--- src/rtl/smm_pkg.sv ---
// Shared constants, types and arithmetic helpers for the square matrix multiplier.
package smm_pkg;

   // Sizing
   localparam int MAX_N        = 8;
   localparam int OPERAND_BITS = 16;
   localparam int IDX_W        = $clog2(MAX_N);
   localparam int A_DEPTH      = MAX_N * MAX_N;
   localparam int A_AW         = $clog2(A_DEPTH);
   localparam int ACC_W        = 40;

   // Fixed port field widths
   localparam int SIZE_W       = 4;
   localparam int IN_IDX_W     = 3;
   localparam int OUT_IDX_W    = 3;
   localparam int RAW_W        = 16;
   localparam int REQ_W        = 40;
   localparam int RSP_W        = 48;
   localparam int RSP_PAD      = RSP_W - 2 * OUT_IDX_W - ACC_W;
   localparam logic [SIZE_W-1:0] SIZE_RESET = SIZE_W'(8);

   // Sequencer states
   typedef enum logic [1:0] {
      ST_IDLE,
      ST_RUN,
      ST_DRAIN
   } state_type;

   // Operand token handed from cell to cell
   typedef struct packed {
      logic                    valid;
      logic                    first;
      logic                    last;
      logic [IDX_W-1:0]        row;
      logic [IDX_W-1:0]        k;
      logic [OPERAND_BITS-1:0] a;
   } tok_type;

   // Finished product element from one cell
   typedef struct packed {
      logic             valid;
      logic [IDX_W-1:0] row;
      logic [ACC_W-1:0] value;
   } res_type;

   // Raw 16-bit field to stored operand width (zero fill or truncate)
   function automatic logic [OPERAND_BITS-1:0] fit_operand(input logic [RAW_W-1:0] v);
      logic [OPERAND_BITS+RAW_W-1:0] wide;
      wide = {{OPERAND_BITS{1'b0}}, v};
      return wide[OPERAND_BITS-1:0];
   endfunction

   // Signed product, sign-extended or wrapped to accumulator width
   function automatic logic [ACC_W-1:0] mul_ext(input logic [OPERAND_BITS-1:0] a,
                                                input logic [OPERAND_BITS-1:0] b);
      logic signed [2*OPERAND_BITS-1:0]       p;
      logic signed [2*OPERAND_BITS+ACC_W-1:0] w;
      p = signed'(a) * signed'(b);
      w = p;
      return w[ACC_W-1:0];
   endfunction

endpackage

--- src/rtl/smm_ram.sv ---
// Generic single-write, single-read RAM with registered read data.
module smm_ram #(
   parameter int WIDTH = 16,
   parameter int DEPTH = 64
) (
   input  logic                     clock,
   input  logic                     wr_en,
   input  logic [$clog2(DEPTH)-1:0] wr_addr,
   input  logic [WIDTH-1:0]         wr_data,
   input  logic                     rd_en,
   input  logic [$clog2(DEPTH)-1:0] rd_addr,
   output logic [WIDTH-1:0]         rd_data
);

   logic [WIDTH-1:0] mem_ff [DEPTH];
   logic [WIDTH-1:0] rd_data_ff;

   // Write port and registered read port
   always_ff @(posedge clock) begin
      if (wr_en) begin
         mem_ff[wr_addr] <= wr_data;
      end
      if (rd_en) begin
         rd_data_ff <= mem_ff[rd_addr];
      end
   end

   assign rd_data = rd_data_ff;

endmodule

--- src/rtl/smm_seq.sv ---
// Sequencer: holds matrix A and walks row/k, feeding operand tokens into the cell chain.
module smm_seq (
   input  logic                                clock,
   input  logic                                reset,
   input  logic                                adv,
   input  logic                                start,
   input  logic                                final_taken,
   input  logic [smm_pkg::IDX_W-1:0]           n_m1,
   input  logic                                wr_en,
   input  logic [smm_pkg::A_AW-1:0]            wr_addr,
   input  logic [smm_pkg::OPERAND_BITS-1:0]    wr_data,
   output logic                                busy,
   output smm_pkg::tok_type                    tok
);

   smm_pkg::state_type               state_ff, state_in;
   logic [smm_pkg::IDX_W-1:0]        i_ff, i_in;
   logic [smm_pkg::IDX_W-1:0]        k_ff, k_in;
   logic                             issue;
   logic                             last_k;
   logic                             last_i;
   logic [smm_pkg::A_AW-1:0]         rd_addr;
   logic [smm_pkg::OPERAND_BITS-1:0] a_rd;
   logic                             tok_valid_ff;
   logic                             tok_first_ff;
   logic                             tok_last_ff;
   logic [smm_pkg::IDX_W-1:0]        tok_row_ff;
   logic [smm_pkg::IDX_W-1:0]        tok_k_ff;

   assign last_k  = (k_ff == n_m1);
   assign last_i  = (i_ff == n_m1);
   assign rd_addr = smm_pkg::A_AW'(int'(i_ff) * smm_pkg::MAX_N + int'(k_ff));

   // Matrix A store, addressed row * MAX_N + col
   smm_ram #(
      .WIDTH (smm_pkg::OPERAND_BITS),
      .DEPTH (smm_pkg::A_DEPTH)
   ) u_a_ram (
      .clock   (clock),
      .wr_en   (wr_en),
      .wr_addr (wr_addr),
      .wr_data (wr_data),
      .rd_en   (adv),
      .rd_addr (rd_addr),
      .rd_data (a_rd)
   );

   // Next state
   always_comb begin
      state_in = state_ff;
      case (state_ff)
         smm_pkg::ST_IDLE: begin
            if (start) state_in = smm_pkg::ST_RUN;
         end
         smm_pkg::ST_RUN: begin
            if (adv && last_i && last_k) state_in = smm_pkg::ST_DRAIN;
         end
         smm_pkg::ST_DRAIN: begin
            if (final_taken) state_in = smm_pkg::ST_IDLE;
         end
         default: begin
            state_in = smm_pkg::ST_IDLE;
         end
      endcase
   end

   // State outputs
   always_comb begin
      issue = 1'b0;
      busy  = 1'b1;
      case (state_ff)
         smm_pkg::ST_IDLE: begin
            busy = 1'b0;
         end
         smm_pkg::ST_RUN: begin
            issue = 1'b1;
         end
         smm_pkg::ST_DRAIN: begin
            issue = 1'b0;
         end
         default: begin
            busy = 1'b0;
         end
      endcase
   end

   // Row / k counters
   always_comb begin
      i_in = i_ff;
      k_in = k_ff;
      if (start) begin
         i_in = '0;
         k_in = '0;
      end else if (adv && issue) begin
         if (last_k) begin
            k_in = '0;
            i_in = i_ff + 1'b1;
         end else begin
            k_in = k_ff + 1'b1;
         end
      end
   end

   always_ff @(posedge clock) begin
      if (reset) begin
         state_ff     <= smm_pkg::ST_IDLE;
         i_ff         <= '0;
         k_ff         <= '0;
         tok_valid_ff <= 1'b0;
      end else begin
         state_ff <= state_in;
         i_ff     <= i_in;
         k_ff     <= k_in;
         if (adv) tok_valid_ff <= issue;
      end
   end

   // Token fields line up with the registered A read
   always_ff @(posedge clock) begin
      if (adv) begin
         tok_first_ff <= (k_ff == '0);
         tok_last_ff  <= last_k;
         tok_row_ff   <= i_ff;
         tok_k_ff     <= k_ff;
      end
   end

   always_comb begin
      tok.valid = tok_valid_ff;
      tok.first = tok_first_ff;
      tok.last  = tok_last_ff;
      tok.row   = tok_row_ff;
      tok.k     = tok_k_ff;
      tok.a     = a_rd;
   end

endmodule

--- config.mk ---
export PLATFORM = sky130hd
export DESIGN_NAME = smm_seq
export DESIGN_NICKNAME = d
export VERILOG_FILES = /design/src/rtl/smm_pkg.sv /design/src/rtl/smm_ram.sv /design/src/rtl/smm_seq.sv
export SDC_FILE = /design/constraint.sdc
export NUM_CORES = 1
export LEC_CHECK = 0
export BUFFER_PORTS_ARGS = -buffer_cell sky130_fd_sc_hd__buf_2
export CORE_MARGIN = 2
export CORE_UTILIZATION = 30
export DETAILED_ROUTE_END_ITERATION = 10
export GPL_TIMING_DRIVEN = 1
export PLACE_DENSITY_LB_ADDON = 0.25
export SLEW_MARGIN = 20
export SYNTH_ARGS = -nofsm -noshare
export SYNTH_HDL_FRONTEND = slang
export SYNTH_HIERARCHICAL = 1
export SYNTH_SLANG_ARGS = --single-unit
--- constraint.sdc ---
create_clock -name clock -period 2.8 [get_ports clock]
set_clock_uncertainty 0.15 [all_clocks]
set_input_delay 0.28 -clock clock [delete_from_list [all_inputs] [get_ports clock]]
set_output_delay 0.28 -clock clock [all_outputs]
set_load 0.02 [all_outputs]
==> impl_metrics.py <==
metrics = {
    "cells_and_area": {
        "fillCellCount": 12460,
        "finish.net_count": 2233,
        "utilization_pct": 35.81,
        "drive_gt1_share_pct": 30.84,
        "area_growth_pct": 18.24,
        "final_area_mm2": 0.04857,
        "final_cell_mix": "edfxtp_1, mux4_2, buf_4, clkbuf_16, mux2i_1",
        "final_common_cell": "edfxtp_1",
    },
    "cts": {
        "clock_sinks": 1057,
        "clk_pin_slew_ns": 0.06,
        "clock_path_buffers": 3,
        "h-tree-depth": 3,
        "root_buffer": "clkbuf_16",
        "cts_tree": "yes",
        "numCtsBuffers": 109,
        "clk_latency_ns": 0.69,
    },
    "setup_path": {
        "path_class": "reg2reg",
        "endpoint_kind": "flip-flop",
        "crit_fanout": 25,
        "required_ns": 3.07,
        "critPathLaunchType": "flip-flop",
        "worstPathArrival_ns": 3.02,
    },
    "floorplan": {
        "placementRows": 135,
        "die_width_um": 374.0,
        "die_area_mm2": 0.1399,
        "start_util_pct": 30.29,
        "ios": 57,
        "coreArea_mm2": 0.1356,
        "die_h_um": 374.0,
    },
    "timing": {
        "setup_viol": 0,
        "finalHoldViolCount": 0,
        "maxSlewHeadroom_pct": 43.31,
        "worst_pin_slew_ns": 0.8472,
        "slew_viol_final": 0,
        "hold_ws_ns": 0.02068,
        "fin_crit_ns": 2.745,
        "period_share_pct": 98.05,
        "grt_setup_unrepaired": "false",
        "fmax_ghz": 0.3642,
        "setup_tns_ns": 0,
        "worst_slack_ns": 0.05462,
    },
    "logic_synthesis": {
        "yosysTopAreaCell": "edfxtp_1",
        "ys_warn_count": 6,
        "ys_seq_area_share_pct": 77.05,
        "synth_enable_flop_cells": 1048,
        "synthArstFlopShare_pct": 0,
        "synthesis.area_mm2": 0.04108,
        "synthesis.nets": 1944,
        "ys_ff_latch": 1057,
        "synth_cell_types": 54,
        "synthCells": 1906,
        "netlist_top_cells_area": "edfxtp_1, mux4_2, mux2i_1, a22oi_1, mux2_2",
        "synth.avg_cell_area_um2": 21.55,
        "synth_top_area_share_pct": 76.61,
        "synth_ff_type": "edfxtp_1",
    },
    "run_status": {
        "outcome": "finished clean",
    },
    "detailed_routing": {
        "wl_met1_um": 46920,
        "routed-wl-met3_um": 6065,
        "viasPerCell": 4.927,
        "via_count": 20060,
        "routedWlPerCell_um": 26.16,
        "drc": 0,
        "antenna_left": 0,
        "wl_um": 106500,
        "drtPass1Iterations": 5,
        "wl_met2_um": 51190,
        "drt-initial-drc-count": 1930,
        "highest_layer": "met5",
    },
    "worst_hold_path": {
        "hp-class": "in2reg",
    },
    "placement": {
        "routabilityCongestion": 0.7966,
        "placedInstanceArea_mm2": 0.04479,
        "port_buffers": 56,
        "dp_hpwl_um": 67810,
        "dp_slack_ns": -0.2077,
    },
    "power_and_ir_drop": {
        "ir_drop_uv": 522.9,
        "p_leak_nw": 14.91,
        "pwr_density_cell_mw_per_mm2": 687.7,
    },
    "global_route": {
        "antenna_found_initial": 10,
        "grt_pass1_wl_um": 152800,
        "grt_pass1_vias": 20880,
        "gr-total-overflow": 0,
        "grt_max_degree": 65,
        "grt.total_usage_pct": 15.10,
    },
    "job": {
        "maxCapViolCount": 0,
    },
}
## cell families after synthesis
logic type,count (synthesis),synth area share (%)
DFF,1057,77.05
muxes,339,15.20
and+or+nand+nor,240,2.878
AOI/OAI and AO/OA,139,2.571
buffers and inverters,117,1.937
xor gates and xnor gates,7,0.1493
adders and majority gates,7,0.2132
## stage by stage
step	instances	total power, mW
after floorplan	1906	18.77
after CTS	4069	33.78
final	4072	33.40
after detailed placement	3848	19.49
after global placement	3848	19.45
after global routing	4070	34.46
## power by group
| part | switching, mW | total, mW | internal (mW) |
|---|---|---|---|
| clock network | 6.11 | 14.3 | 8.15 |
| logic | 0.925 | 1.56 | 0.640 |
| registers | 0.0571 | 17.6 | 17.5 |
| total | 7.09 | 33.4 | 26.3 |
## metal layers
metal  vias to the layer above  GRT usage, %
met4                         8         3.758
met2                       604         24.57
met5                         -             0
met3                       151         2.446
met1                     10750         21.12
li1                       8555             -
## what timing repair did
item	in CTS	in global routing
pin swaps	1	1
gates cloned	0	1
endpoints found under the hold margin	107	0
hold buffers	12	0
setup endpoints to repair	8	8
gates resized for setup	7	8
setup buffers	4	0
## worst max-delay path, cell delays in order (launching register included)
cell and delay [ns]:
dfxtp_4 0.43, buf_16 0.24, mux4_2 0.55, nor2b_1 0.15, a211o_1 0.37, a31oi_2 0.26, buf_4 0.20, a311oi_1 0.06
## layout make-up
type	count	area, µm²	share of cell area (%)
multi-input combinational	732	8696	17.90
tap	1781	2228	4.588
timing repair buffer	286	2439	5.021
clock buffer	133	2839	5.845
clock inverter	72	663.1	1.365
inverter	9	36.28	0.07471
antenna	2	5.005	0.01030
sequential	1057	31660	65.19
## path summary, 6_finish.rpt
path,cells past startpoint,endpoint,start,slack (ns)
worst max register to register,7,u_a_ram/rd_data[1],k_ff[0],0.05
worst max-delay path,7,u_a_ram/rd_data[1],k_ff[0],0.05
worst min register to register,2,state_ff[1],state_ff[1],0.35
worst min-delay path,1,u_a_ram/mem_ff[0][13],wr_data[13],0.02
## cells in the mapped netlist (all sizes together), types with 2 or more instances
| cell type | instances |
|---|---|
| a221oi | 17 |
| a211o | 8 |
| nor3 | 3 |
| a22oi | 41 |
| a22o | 6 |
| or3 | 3 |
| mux2i | 88 |
| clkbuf | 28 |
| a41oi | 6 |
| nor4 | 4 |
| nand3 | 24 |
| nand4 | 13 |
| nand2 | 63 |
| a31oi | 8 |
| xor2 | 6 |
| nand3b | 2 |
| nor2b | 30 |
| a21oi | 20 |
| mux2 | 27 |
| and4 | 5 |
| and2 | 2 |
| dfxtp | 9 |
| a311oi | 8 |
| nand2b | 8 |
| buf | 80 |
| a211oi | 9 |
| ha | 7 |
| nor2 | 78 |
| o21ai | 9 |
| edfxtp | 1048 |
| inv | 9 |
| nand4b | 2 |
| mux4 | 224 |
| a221o | 6 |
## sequential cells by signal, indices dropped and copies added (netlist names)
register and count:
tok_first_ff 1, k_ff 3, u_a_ram/mem_ff 1024, tok_k_ff 3
tok_valid_ff 1, state_ff 2, tok_last_ff 1, i_ff 3
tok_row_ff 3, u_a_ram/rd_data 16
(Power assumes the default switching activity.)
