### config.mk
export PLATFORM = sky130hd
export DESIGN_NAME = smm_cell
export DESIGN_NICKNAME = d
export VERILOG_FILES = /design/src/rtl/smm_pkg.sv /design/src/rtl/smm_ram.sv /design/src/rtl/smm_cell.sv
export SDC_FILE = /design/constraint.sdc
export NUM_CORES = 1
export LEC_CHECK = 0
export CAP_MARGIN = 25
export CORE_MARGIN = 5
export CORE_UTILIZATION = 50
export DETAILED_ROUTE_END_ITERATION = 8
export DONT_BUFFER_PORTS = 1
export PLACE_DENSITY = 0.79
export RECOVER_POWER = 25
export SLEW_MARGIN = 20
export SYNTH_ARGS = -nofsm -noshare
export SYNTH_HDL_FRONTEND = slang
export SYNTH_SLANG_ARGS = --single-unit
### constraint.sdc
create_clock -name clock -period 5.5 [get_ports clock]
set_input_delay 0.55 -clock clock [delete_from_list [all_inputs] [get_ports clock]]
set_output_delay 0.55 -clock clock [all_outputs]
set_load 0.01 [all_outputs]
### src/rtl/smm_pkg.sv
// Shared constants, types and arithmetic helpers for the square matrix multiplier.
package smm_pkg;

   // Sizing
   localparam int MAX_N        = 8;
   localparam int OPERAND_BITS = 16;
   localparam int IDX_W        = $clog2(MAX_N);
   localparam int A_DEPTH      = MAX_N * MAX_N;
   localparam int A_AW         = $clog2(A_DEPTH);
   localparam int ACC_W        = 40;

   // Fixed port field widths
   localparam int SIZE_W       = 4;
   localparam int IN_IDX_W     = 3;
   localparam int OUT_IDX_W    = 3;
   localparam int RAW_W        = 16;
   localparam int REQ_W        = 40;
   localparam int RSP_W        = 48;
   localparam int RSP_PAD      = RSP_W - 2 * OUT_IDX_W - ACC_W;
   localparam logic [SIZE_W-1:0] SIZE_RESET = SIZE_W'(8);

   // Sequencer states
   typedef enum logic [1:0] {
      ST_IDLE,
      ST_RUN,
      ST_DRAIN
   } state_type;

   // Operand token handed from cell to cell
   typedef struct packed {
      logic                    valid;
      logic                    first;
      logic                    last;
      logic [IDX_W-1:0]        row;
      logic [IDX_W-1:0]        k;
      logic [OPERAND_BITS-1:0] a;
   } tok_type;

   // Finished product element from one cell
   typedef struct packed {
      logic             valid;
      logic [IDX_W-1:0] row;
      logic [ACC_W-1:0] value;
   } res_type;

   // Raw 16-bit field to stored operand width (zero fill or truncate)
   function automatic logic [OPERAND_BITS-1:0] fit_operand(input logic [RAW_W-1:0] v);
      logic [OPERAND_BITS+RAW_W-1:0] wide;
      wide = {{OPERAND_BITS{1'b0}}, v};
      return wide[OPERAND_BITS-1:0];
   endfunction

   // Signed product, sign-extended or wrapped to accumulator width
   function automatic logic [ACC_W-1:0] mul_ext(input logic [OPERAND_BITS-1:0] a,
                                                input logic [OPERAND_BITS-1:0] b);
      logic signed [2*OPERAND_BITS-1:0]       p;
      logic signed [2*OPERAND_BITS+ACC_W-1:0] w;
      p = signed'(a) * signed'(b);
      w = p;
      return w[ACC_W-1:0];
   endfunction

endpackage

### src/rtl/smm_ram.sv
// Generic single-write, single-read RAM with registered read data.
module smm_ram #(
   parameter int WIDTH = 16,
   parameter int DEPTH = 64
) (
   input  logic                     clock,
   input  logic                     wr_en,
   input  logic [$clog2(DEPTH)-1:0] wr_addr,
   input  logic [WIDTH-1:0]         wr_data,
   input  logic                     rd_en,
   input  logic [$clog2(DEPTH)-1:0] rd_addr,
   output logic [WIDTH-1:0]         rd_data
);

   logic [WIDTH-1:0] mem_ff [DEPTH];
   logic [WIDTH-1:0] rd_data_ff;

   // Write port and registered read port
   always_ff @(posedge clock) begin
      if (wr_en) begin
         mem_ff[wr_addr] <= wr_data;
      end
      if (rd_en) begin
         rd_data_ff <= mem_ff[rd_addr];
      end
   end

   assign rd_data = rd_data_ff;

endmodule

### src/rtl/smm_cell.sv
// One column cell: holds a column of B, multiplies passing A tokens and accumulates C.
module smm_cell (
   input  logic                             clock,
   input  logic                             reset,
   input  logic                             adv,
   input  logic                             wr_en,
   input  logic [smm_pkg::IDX_W-1:0]        wr_addr,
   input  logic [smm_pkg::OPERAND_BITS-1:0] wr_data,
   input  smm_pkg::tok_type                 tok_in,
   output smm_pkg::tok_type                 tok_out,
   output smm_pkg::res_type                 res
);

   smm_pkg::tok_type                 t1_ff;
   logic [smm_pkg::OPERAND_BITS-1:0] b_rd;
   logic                             pv_ff;
   logic                             pfirst_ff;
   logic                             plast_ff;
   logic [smm_pkg::IDX_W-1:0]        prow_ff;
   logic [smm_pkg::ACC_W-1:0]        prod_ff;
   logic                             done_ff;
   logic [smm_pkg::IDX_W-1:0]        drow_ff;
   logic [smm_pkg::ACC_W-1:0]        acc_ff, acc_in;

   // Column of B, read at the token's k
   smm_ram #(
      .WIDTH (smm_pkg::OPERAND_BITS),
      .DEPTH (smm_pkg::MAX_N)
   ) u_b_ram (
      .clock   (clock),
      .wr_en   (wr_en),
      .wr_addr (wr_addr),
      .wr_data (wr_data),
      .rd_en   (adv),
      .rd_addr (tok_in.k),
      .rd_data (b_rd)
   );

   // Accumulate, restarting on the first k of a row
   assign acc_in = pfirst_ff ? prod_ff : acc_ff + prod_ff;

   // Token stage, product stage, accumulator stage; reset clears the valid flags
   always_ff @(posedge clock) begin
      if (reset) begin
         t1_ff.valid <= 1'b0;
         pv_ff       <= 1'b0;
         done_ff     <= 1'b0;
      end else if (adv) begin
         t1_ff       <= tok_in;
         pv_ff       <= t1_ff.valid;
         done_ff     <= pv_ff && plast_ff;
         pfirst_ff   <= t1_ff.first;
         plast_ff    <= t1_ff.last;
         prow_ff     <= t1_ff.row;
         prod_ff     <= smm_pkg::mul_ext(t1_ff.a, b_rd);
         drow_ff     <= prow_ff;
         if (pv_ff) acc_ff <= acc_in;
      end
   end

   assign tok_out   = t1_ff;
   assign res.valid = done_ff;
   assign res.row   = drow_ff;
   assign res.value = acc_ff;

endmodule

==> results of run 1 <==
[cell usage in the layout, fill, tap and decap left out, types with 11 or more instances in the layout]
cell / count
inv_1: 287
buf_4: 172
nand2_1: 174
fa_1: 249
clkbuf_16: 27
edfxtp_1: 248
and2_1: 120
inv_2: 14
a21o_1: 25
nand3_1: 15
mux2_2: 21
fa_2: 14
buf_6: 34
ha_1: 109
a21oi_1: 47
mux4_2: 32
and2_4: 11
nor2_1: 54
xor2_1: 23
nand2b_1: 16
xnor2_1: 34
nor3_1: 14
o21ai_0: 57
[state kept, by name (all words and copies together) (netlist names)]
name,flops
pv_ff,1
pfirst_ff,1
acc_ff,40
drow_ff,3
done_ff,1
plast_ff,1
prod_ff,32
u_b_ram.mem_ff,128
u_b_ram.rd_data,16
tok_out,25
prow_ff,3
[what timing repair did]
item                                    CTS  global route
pin swaps                                31            31
buffers inserted                         30            11
gates resized for setup                  50            63
endpoints found under the setup margin   17            18
gates cloned                              0             1
[cell families (layout without fill, tap and decap cells)]
group | count (synthesis) | count (layout) | share of synthesized area
muxes | 57 | 57 | 0.0471
other | 0 | 2 | 0
DFF | 251 | 251 | 0.355
buffers and inverters | 359 | 559 | 0.0639
xor gates and xnor gates | 58 | 58 | 0.0240
and+or+nand+nor | 486 | 486 | 0.115
AOI/OAI and AO/OA | 238 | 238 | 0.0753
adders and majority gates | 384 | 384 | 0.320
[layout make-up]
cell class | instances | share of cell area
antenna | 2 | 0.000202
clock buffer | 32 | 0.0281
clock inverter | 16 | 0.00643
inverter | 301 | 0.0457
multi-input combinational | 1223 | 0.519
sequential | 251 | 0.304
tap | 539 | 0.0273
timing repair buffer | 210 | 0.0695
[layer usage]
metal	routed length, um	up-vias	global-route usage	share of wire
li1	-	6510	-	-
met1	19200	7105	0.257	0.40
met2	24300	402	0.369	0.51
met3	3230	96	0.0514	0.068
met4	1070	8	0.0425	0.022
met5	57	-	0	0.0012
[metrics by stage]
step	TNS, ps	setup slack [ps]
after floorplan	-383	-144
after global placement	-3470	-343
after detailed placement	-5430	-488
after CTS	-4400	-419
after global routing	-7840	-658
final	-4850	-485
[synthesized netlist by cell type (5+ instances only)]
library cell / n / share of area
o21a_1: 7 / 0.0025
mux2_2: 21 / 0.011
xor2_1: 23 / 0.0095
mux4_2: 32 / 0.034
o21bai_1: 6 / 0.0021
o21ai_0: 61 / 0.014
nor3_1: 19 / 0.0045
a211o_1: 5 / 0.0021
nand2_1: 183 / 0.032
inv_1: 301 / 0.053
nand3_1: 16 / 0.0038
nor4_1: 5 / 0.0015
a311oi_1: 5 / 0.0021
o2111ai_1: 5 / 0.0021
nand2b_1: 18 / 0.0053
nor2_1: 62 / 0.011
a21oi_1: 57 / 0.013
ha_1: 121 / 0.072
or2_2: 6 / 0.0018
clkbuf_1: 53 / 0.0094
fa_1: 263 / 0.25
nor2b_1: 9 / 0.0027
xnor2_1: 35 / 0.014
edfxtp_1: 248 / 0.35
a211oi_1: 7 / 0.0025
a21o_1: 25 / 0.0089
and3_1: 6 / 0.0018
nand4_1: 8 / 0.0024
a31oi_1: 5 / 0.0015
nor3b_1: 6 / 0.0021
and2_1: 131 / 0.039
o31ai_1: 11 / 0.0039
o211ai_1: 5 / 0.0018
[worst min path at each step]
stage,startpoint,to,slack [ps]
2_1_floorplan,prow_ff[0]$_DFFE_PP_,drow_ff[0]$_DFFE_PP_,400
3_3_place_gp,prow_ff[2]$_DFFE_PP_,drow_ff[2]$_DFFE_PP_,400
6_report,tok_in[7],tok_out[7]$_DFFE_PP_,50
4_1_cts,reset,done_ff$_SDFFE_PP0P_,30
5_1_grt,tok_in[7],tok_out[7]$_DFFE_PP_,20
3_5_place_dp,prow_ff[1]$_DFFE_PP_,drow_ff[1]$_DFFE_PP_,410
[worst max-delay path, cell delays in order, from the launching register on]
cell	delay, ps
edfxtp_1	510
buf_6	190
and2_1	160
fa_1	500
inv_1	50
fa_1	460
fa_1	540
inv_1	70
fa_1	500
fa_1	500
inv_1	50
fa_1	470
inv_1	40
ha_1	190
a21o_1	180
a21o_1	180
a21oi_2	180
a2bb2oi_2	200
o31ai_4	110
o221a_2	280
or4_1	390
nand3b_1	90
==> results.py, run 1 <==
metrics = {
    "timing": {
        "worstMarginPinSlew_ps": 1060,
        "period_share": 1.09,
        "period_minus_slack_ps": 5980,
        "hold_viol": 0,
        "fmax_mhz": 167,
        "layout_setup_ws_ps": -485,
        "slew_violations": 0,
        "clock_skew_ps": 47.3,
        "maxSlewHeadroom": 0.291,
        "setup_viol": 16,
        "whs_ps": 50.4,
        "grt_setup_unrepaired": "true",
    },
    "critical_path": {
        "startpoint": "u_b_ram.rd_data[5]$_DFFE_PP_",
        "r2r_end": "prod_ff[31]$_DFFE_PP_",
        "r2r_cells": 21,
        "r2r_slack_ps": -480,
        "critPathCapture": "prod_ff[31]$_DFFE_PP_",
        "crit_required_ps": 5950,
        "cp_max_fo": 6,
        "worstReg2RegStart": "u_b_ram.rd_data[5]$_DFFE_PP_",
        "path_class": "reg -> reg",
        "critPathArrivalTime_ps": 6430,
        "critPathCaptureType": "flop",
        "cp-start-kind": "flop",
    },
    "floorplan": {
        "die_y_um": 216,
        "die-area_um2": 46500,
        "num_io_pins": 117,
        "start_util": 0.504,
        "rows": 75,
        "core_um2": 41900,
        "die_w_um": 216,
    },
    "cts": {
        "cts_made_buffers": 27,
        "path_clk_slew_ps": 70,
        "cts_sinks": 251,
        "clock_latency_ps": 590,
        "h-tree-depth": 1,
        "ctsHoldBuffers": 0,
        "cts_tree": "built",
        "cts_buffer_depth": 3,
        "cts-root-buf": "clkbuf_16",
    },
    "final_layout": {
        "final_cell_area_um2": 24700,
        "syn_to_final_growth_pct": 16.8,
        "postLayoutCoreUtil": 0.589,
        "fillers": 3201,
        "drive_gt1_frac": 0.210,
        "fin_nets": 2446,
        "multi_input_area_um2": 12800,
        "finalNonFillerCells": 2574,
        "seq_area_um2": 7510,
    },
    "grt": {
        "gr-usage-all-layers": 0.207,
        "grt_max_degree": 78,
        "grt_pass1_wl_um": 78800,
        "grt_pass1_vias": 15200,
        "overflow": 0,
        "antenna_found_initial": 6,
    },
    "route": {
        "wl_per_cell_um": 18.6,
        "via_per_inst": 5.49,
        "drtAntennaViolNets": 0,
        "num_vias": 14100,
        "wl_um": 47900,
        "drt-initial-drc-count": 1029,
        "detail_route.drc_violations": 0,
        "firstDrtPassIters": 5,
    },
    "run": {
        "cap_viol_max_count": 0,
    },
    "logic_synthesis": {
        "syn_nets": 2265,
        "synthCells": 1833,
        "synth_seq_cells": 251,
        "synth_flop_cell": "edfxtp_1",
        "async_flop_share": 0,
        "synth_edf_count": 248,
        "netlist_area_um2": 21200,
        "seq_area_frac_synth": 0.355,
        "synth_area_per_cell_um2": 11.5,
        "yosysUniqueCellTypes": 67,
        "ys_warn_count": 0,
    },
    "placement": {
        "gp_congestion": 0.896,
        "postPlaceCellArea_um2": 23100,
        "dp_cells": 2481,
        "portBuffers": 0,
        "hpwl_um": 36500,
    },
    "min_path": {
        "hold_depth": 0,
        "hold_path.class": "in -> reg",
    },
    "outcome": {
        "status": "finished, violations left",
        "violations": "negative setup slack",
    },
}
Power of run 1 is left out: the tool's default activity adds up to more than one toggle a clock period on the data nets, which glitch-free logic cannot reach.
==> run 2: changes to the inputs <==
Settings changed: ABC_AREA set to 1, HOLD_SLACK_MARGIN set to 0.03, SKIP_LAST_GASP set to 1.
==> results.py, run 2 <==
metrics = {
    "floorplan": {
        "die_w_um": 224,
        "die_y_um": 224,
        "start_util": 0.505,
        "core_um2": 45300,
        "rows": 78,
        "num_io_pins": 117,
        "die-area_um2": 50100,
    },
    "logic_synthesis": {
        "async_flop_share": 0,
        "netlist.area_leader.share": 0.326,
        "synth_edf_count": 248,
        "yosysTopAreaCell": "edfxtp_1",
        "seq_area_frac_synth": 0.329,
        "yosys-top-cells-count": "nand2_1 (691), inv_1 (571), fa_1 (263)",
        "synth_area_leaders": "edfxtp_1 (33%), fa_1 (23%), nand2_1 (11%), inv_1 (9.4%), ha_1 (6.6%)",
        "synth_flop_cell": "edfxtp_1",
        "ys_warn_count": 0,
        "yosysUniqueCellTypes": 47,
        "synth_seq_cells": 251,
        "netlist_area_um2": 22900,
        "synth_area_per_cell_um2": 8.63,
        "syn_nets": 3079,
        "synthCells": 2647,
        "synth_most_common_cell": "nand2_1",
    },
    "critical_path": {
        "path_class": "reg -> reg",
        "crit_required_ps": 5820,
        "startpoint": "u_b_ram.rd_data[3]$_DFFE_PP_",
        "cp_max_fo": 8,
        "r2r_cells": 22,
        "cp-start-kind": "flop",
        "critPathCapture": "prod_ff[31]$_DFFE_PP_",
        "critPathArrivalTime_ps": 5850,
        "r2r_slack_ps": -30,
        "worstReg2RegStart": "u_b_ram.rd_data[3]$_DFFE_PP_",
        "r2r_end": "prod_ff[31]$_DFFE_PP_",
        "critPathCaptureType": "flop",
    },
    "final_layout": {
        "syn_to_final_growth_pct": 17.0,
        "antenna_cells": 0,
        "postLayoutCoreUtil": 0.591,
        "drive_gt1_frac": 0.141,
        "largest_reg_flops": 128,
        "layout_commonest_cell": "nand2_1",
        "fin_nets": 3232,
        "seq_area_um2": 7510,
        "layout.cells.most_common_list": "nand2_1 (671), inv_1 (555), fa_1 (252), edfxtp_1 (248), nor2_1 (206)",
        "multi_input_area_um2": 13400,
        "reg_top3": "u_b_ram.mem_ff x128, acc_ff x40, prod_ff x32",
        "fillers": 3796,
        "top_register": "u_b_ram.mem_ff",
    },
    "timing": {
        "period_minus_slack_ps": 5530,
        "fmax_mhz": 181,
        "grt_setup_unrepaired": "true",
        "hold_viol": 0,
        "clock_skew_ps": 58.2,
        "setup_viol": 1,
        "slew_violations": 0,
        "maxSlewHeadroom": 0.277,
        "worstMarginPinSlew_ps": 1080,
        "layout_setup_ws_ps": -34.8,
        "period_share": 1.01,
    },
    "grt": {
        "grt_pass1_vias": 18900,
        "grt_pass1_wl_um": 97100,
        "use_met1": 0.300,
        "antenna_found_initial": 0,
        "grt_max_degree": 67,
        "overflow": 0,
        "gr-usage-all-layers": 0.240,
        "busiest_layer": "met2",
        "grtUsageMet2": 0.425,
        "grt.met3_usage": 0.0328,
    },
    "route": {
        "wl_um": 60800,
        "drtAntennaViolNets": 0,
        "via_per_inst": 5.27,
        "firstDrtPassIters": 5,
        "drt-initial-drc-count": 1333,
        "wl_per_cell_um": 17.8,
        "detail_route.drc_violations": 0,
        "num_vias": 18000,
    },
    "cts": {
        "cts-root-buf": "clkbuf_16",
        "cts_buffer_depth": 3,
        "clock_latency_ps": 610,
        "path_clk_slew_ps": 70,
        "cts_tree": "built",
        "h-tree-depth": 1,
        "cts_made_buffers": 30,
        "cts_sinks": 251,
    },
    "placement": {
        "dpl_worst_slack_ps": -199,
        "gp_congestion": 0.945,
        "portBuffers": 0,
        "hpwl_um": 46100,
    },
    "min_path": {
        "hold_path.class": "in -> reg",
    },
    "run": {
        "cap_viol_max_count": 0,
    },
    "outcome": {
        "status": "finished, violations left",
        "violations": "negative setup slack",
    },
}
run 2: changes by cell type after synthesis, moves of 21 or more:
cell      previous run  this run
mux2_2              21         0
o21ai_0             61        86
inv_1              301       571
clkbuf_1            53        77
nand3_1             16        81
nand2_1            183       691
nor2_1              62       230
and2_1             131         0
mux4_2              32         0
run 2: logic make-up after synthesis:
family          count (synthesis)  synth area share
compound gates                212            0.0530
buf+inv                       666             0.111
simple gates                 1095             0.196
fa+ha+maj                     384             0.297
flops                         251             0.329
xor+xnor                       39            0.0149
run 2: worst min path at each step:
stage / from / end / slack (ps) / cells after the start
2_1_floorplan: prow_ff[0]$_DFFE_PP_ / drow_ff[0]$_DFFE_PP_ / 400 / 0
3_3_place_gp: prow_ff[0]$_DFFE_PP_ / drow_ff[0]$_DFFE_PP_ / 400 / 0
3_5_place_dp: prow_ff[1]$_DFFE_PP_ / drow_ff[1]$_DFFE_PP_ / 410 / 0
4_1_cts: adv / u_b_ram.rd_data[5]$_DFFE_PP_ / 30 / 0
5_1_grt: adv / u_b_ram.rd_data[2]$_DFFE_PP_ / 30 / 0
6_report: adv / u_b_ram.rd_data[2]$_DFFE_PP_ / 60 / 0
run 2: final cells by class:
| cell class | count | share of cell area |
|---|---|---|
| sequential | 251 | 0.281 |
| clock inverter | 23 | 0.00655 |
| multi-input combinational | 1730 | 0.500 |
| timing repair buffer | 212 | 0.0753 |
| inverter | 575 | 0.0807 |
| tap | 600 | 0.0281 |
| clock buffer | 33 | 0.0285 |
run 2: timing repair:
action | 4_1_cts | 5_1_grt
hold endpoints to repair | 154 | 11
pin swaps | 12 | 41
resized for setup | 51 | 99
hold buffers | 40 | 1
endpoints found under the setup margin | 17 | 20
setup buffers | 15 | 29
run 2: metrics by stage:
stage | std cells | area [um2] | hold WS [ps] | setup TNS (ps)
after global placement | 3275 | 24300 | 405 | -642
after floorplan | 2647 | 22900 | 400 | 0
after CTS | 3388 | 26100 | 30.6 | 0
after detailed placement | 3277 | 24400 | 409 | -1420
after global routing | 3424 | 26700 | 33.9 | -1820
final | 3424 | 26700 | 56.9 | -34.8
run 2: layer usage:
layer	vias to the layer above	part of all wire
li1	8423	-
met1	8757	0.39
met2	713	0.51
met3	154	0.064
met4	0	0.039
met5	-	0
run 2: worst max-delay path, cell delays in order, from the launching register on:
cell      delay [ps]
edfxtp_1         400
buf_6            160
nand2_2           60
inv_2             40
fa_2             630
fa_2             510
buf_6            150
fa_2             590
inv_2             40
fa_1             490
inv_2             40
fa_1             570
fa_1             430
ha_1             320
inv_2             60
nor3_4           180
nand2_1           90
nor3_2           170
nand2_1           80
nand3_2           70
inv_1             40
nand2_1           50
nand2_1           50
Power of run 2 is left out for the same reason.
==> run 3: changes to the inputs <==
Settings changed: CORE_UTILIZATION 50 to 30, PLACE_DENSITY 0.79 to 0.56.
==> results.py, run 3 (synthesis gave the netlist of run 2 again) <==
metrics = {
    "outcome": {
        "status": "finished, final reports clean",
    },
    "timing": {
        "setup_viol": 0,
        "period_minus_slack_ps": 5450,
        "maxSlewHeadroom": 0.373,
        "slew_violations": 0,
        "worstMarginPinSlew_ps": 938,
        "fin_tns_setup_ps": 0,
        "hold_viol": 0,
        "fmax_mhz": 183,
        "grt_setup_unrepaired": "true",
        "period_share": 0.991,
        "clock_skew_ps": 33.1,
    },
    "min_path": {
        "hold_path.class": "in -> reg",
    },
    "grt": {
        "grt_max_degree": 67,
        "gr-usage-all-layers": 0.147,
        "grt_pass1_wl_um": 95600,
        "overflow": 0,
        "antenna_found_initial": 0,
        "grt_pass1_vias": 17400,
    },
    "floorplan": {
        "die_w_um": 286,
        "die-area_um2": 81800,
        "rows": 101,
        "num_io_pins": 117,
        "die_y_um": 286,
        "start_util": 0.302,
        "core_um2": 75700,
    },
    "final_layout": {
        "antenna_cells": 0,
        "syn_to_final_growth_pct": 18.1,
        "layout.cells.most_common_list": "nand2_1 (676), inv_1 (558), fa_1 (251), edfxtp_1 (248), nor2_1 (211)",
        "drive_gt1_frac": 0.133,
        "largest_reg_flops": 128,
        "layout_commonest_cell": "nand2_1",
        "fillers": 7732,
        "fin_nets": 3188,
        "reg_top3": "u_b_ram.mem_ff x128, acc_ff x40, prod_ff x32",
        "top_register": "u_b_ram.mem_ff",
    },
    "route": {
        "detail_route.drc_violations": 0,
        "drt-initial-drc-count": 1000,
        "wl_per_cell_um": 16.1,
        "drtAntennaViolNets": 0,
        "num_vias": 16900,
        "wl_um": 60400,
        "via_per_inst": 4.49,
        "firstDrtPassIters": 5,
    },
    "cts": {
        "cts-root-buf": "clkbuf_16",
        "cts_sinks": 251,
        "h-tree-depth": 2,
        "path_clk_slew_ps": 70,
        "cts_tree": "built",
        "cts_buffer_depth": 3,
        "cts_made_buffers": 34,
        "clock_latency_ps": 570,
    },
    "placement": {
        "portBuffers": 0,
        "hpwl_um": 46900,
        "gp_congestion": 0.920,
    },
    "critical_path": {
        "r2r_cells": 21,
        "critPathArrivalTime_ps": 5750,
        "worstReg2RegStart": "tok_out[15]$_DFFE_PP_",
        "r2r_end": "prod_ff[31]$_DFFE_PP_",
        "crit_required_ps": 5800,
        "path_class": "reg -> reg",
        "cp-start-kind": "flop",
        "cp_max_fo": 7,
        "r2r_slack_ps": 50,
        "critPathCaptureType": "flop",
        "critPathCapture": "prod_ff[31]$_DFFE_PP_",
        "startpoint": "tok_out[15]$_DFFE_PP_",
    },
    "run": {
        "cap_viol_max_count": 0,
    },
}
## run 3: cell count changes in the layout (fill, tap and decap cells not counted), moves of 6 or more
cell | before | now
dlygate4sd3_1 | 41 | 10
nand2_2 | 31 | 24
a21oi_2 | 21 | 15
buf_4 | 134 | 117
nor2_2 | 36 | 30
buf_12 | 16 | 23
## run 3: how the worst min path moves through the flow
stage | from | end | slack [ps] | depth (start not counted)
global route | wr_data[4] | u_b_ram.mem_ff[6][4]$_DFFE_PP_ | 40 | 0
finish | wr_data[5] | u_b_ram.mem_ff[5][5]$_DFFE_PP_ | 80 | 0
global placement | prow_ff[1]$_DFFE_PP_ | drow_ff[1]$_DFFE_PP_ | 400 | 0
CTS | wr_data[5] | u_b_ram.mem_ff[5][5]$_DFFE_PP_ | 30 | 0
detailed placement | prow_ff[2]$_DFFE_PP_ | drow_ff[2]$_DFFE_PP_ | 410 | 0
floorplan | prow_ff[0]$_DFFE_PP_ | drow_ff[0]$_DFFE_PP_ | 400 | 0
## run 3: routing by layer
metal,global-route usage,vias to the layer above,part of all wire
met5,0,-,0
met4,0.0399,0,0.027
met3,0.0244,79,0.048
met2,0.247,347,0.48
met1,0.197,8102,0.45
li1,-,8354,-
## run 3: critical path, stage by stage, from the launching register on
cell and delay (ps):
edfxtp_1 430, buf_6 180, nand2_2 70, inv_2 40
fa_2 620, fa_2 540, fa_1 530, fa_1 510
fa_1 490, inv_1 50, fa_1 470, inv_1 40
ha_2 370, buf_4 130, nand3_4 120, nor2_4 100
nor2_2 50, or2_1 240, nand3_2 70, inv_1 40
nand2_1 50, nand2_1 50
## run 3: area by class of cell
cell class,count,area [um2],share of cell area
clock inverter,25,290,0.0108
sequential,251,7510,0.278
timing repair buffer,164,1590,0.0590
inverter,575,2160,0.0801
clock buffer,36,858,0.0318
multi-input combinational,1730,13400,0.495
tap,978,1220,0.0453
## run 3: through the flow
| step | setup WS, ps | cells | util | hold slack [ps] | instance area, um2 |
|---|---|---|---|---|---|
| after floorplan | 2.66 | 2647 | - | 400 | 22900 |
| after global placement | -118 | 3668 | 0.331 | 404 | 25000 |
| after detailed placement | -130 | 3668 | 0.331 | 411 | 25000 |
| after CTS | -24.4 | 3746 | 0.348 | 30.0 | 26400 |
| after global routing | -156 | 3759 | 0.357 | 37.1 | 27000 |
| final | 50.0 | 3759 | 0.357 | 75.9 | 27000 |
## run 3: what timing repair did
item / 4_1_cts / 5_1_grt
endpoints found under the setup margin: 17 / 20
cloned: 0 / 1
pin swaps: 3 / 55
setup buffers: 7 / 12
resized for setup: 15 / 123
hold endpoints to repair: 16 / 0
hold buffers: 10 / 0
Power of run 3 is left out for the same reason.
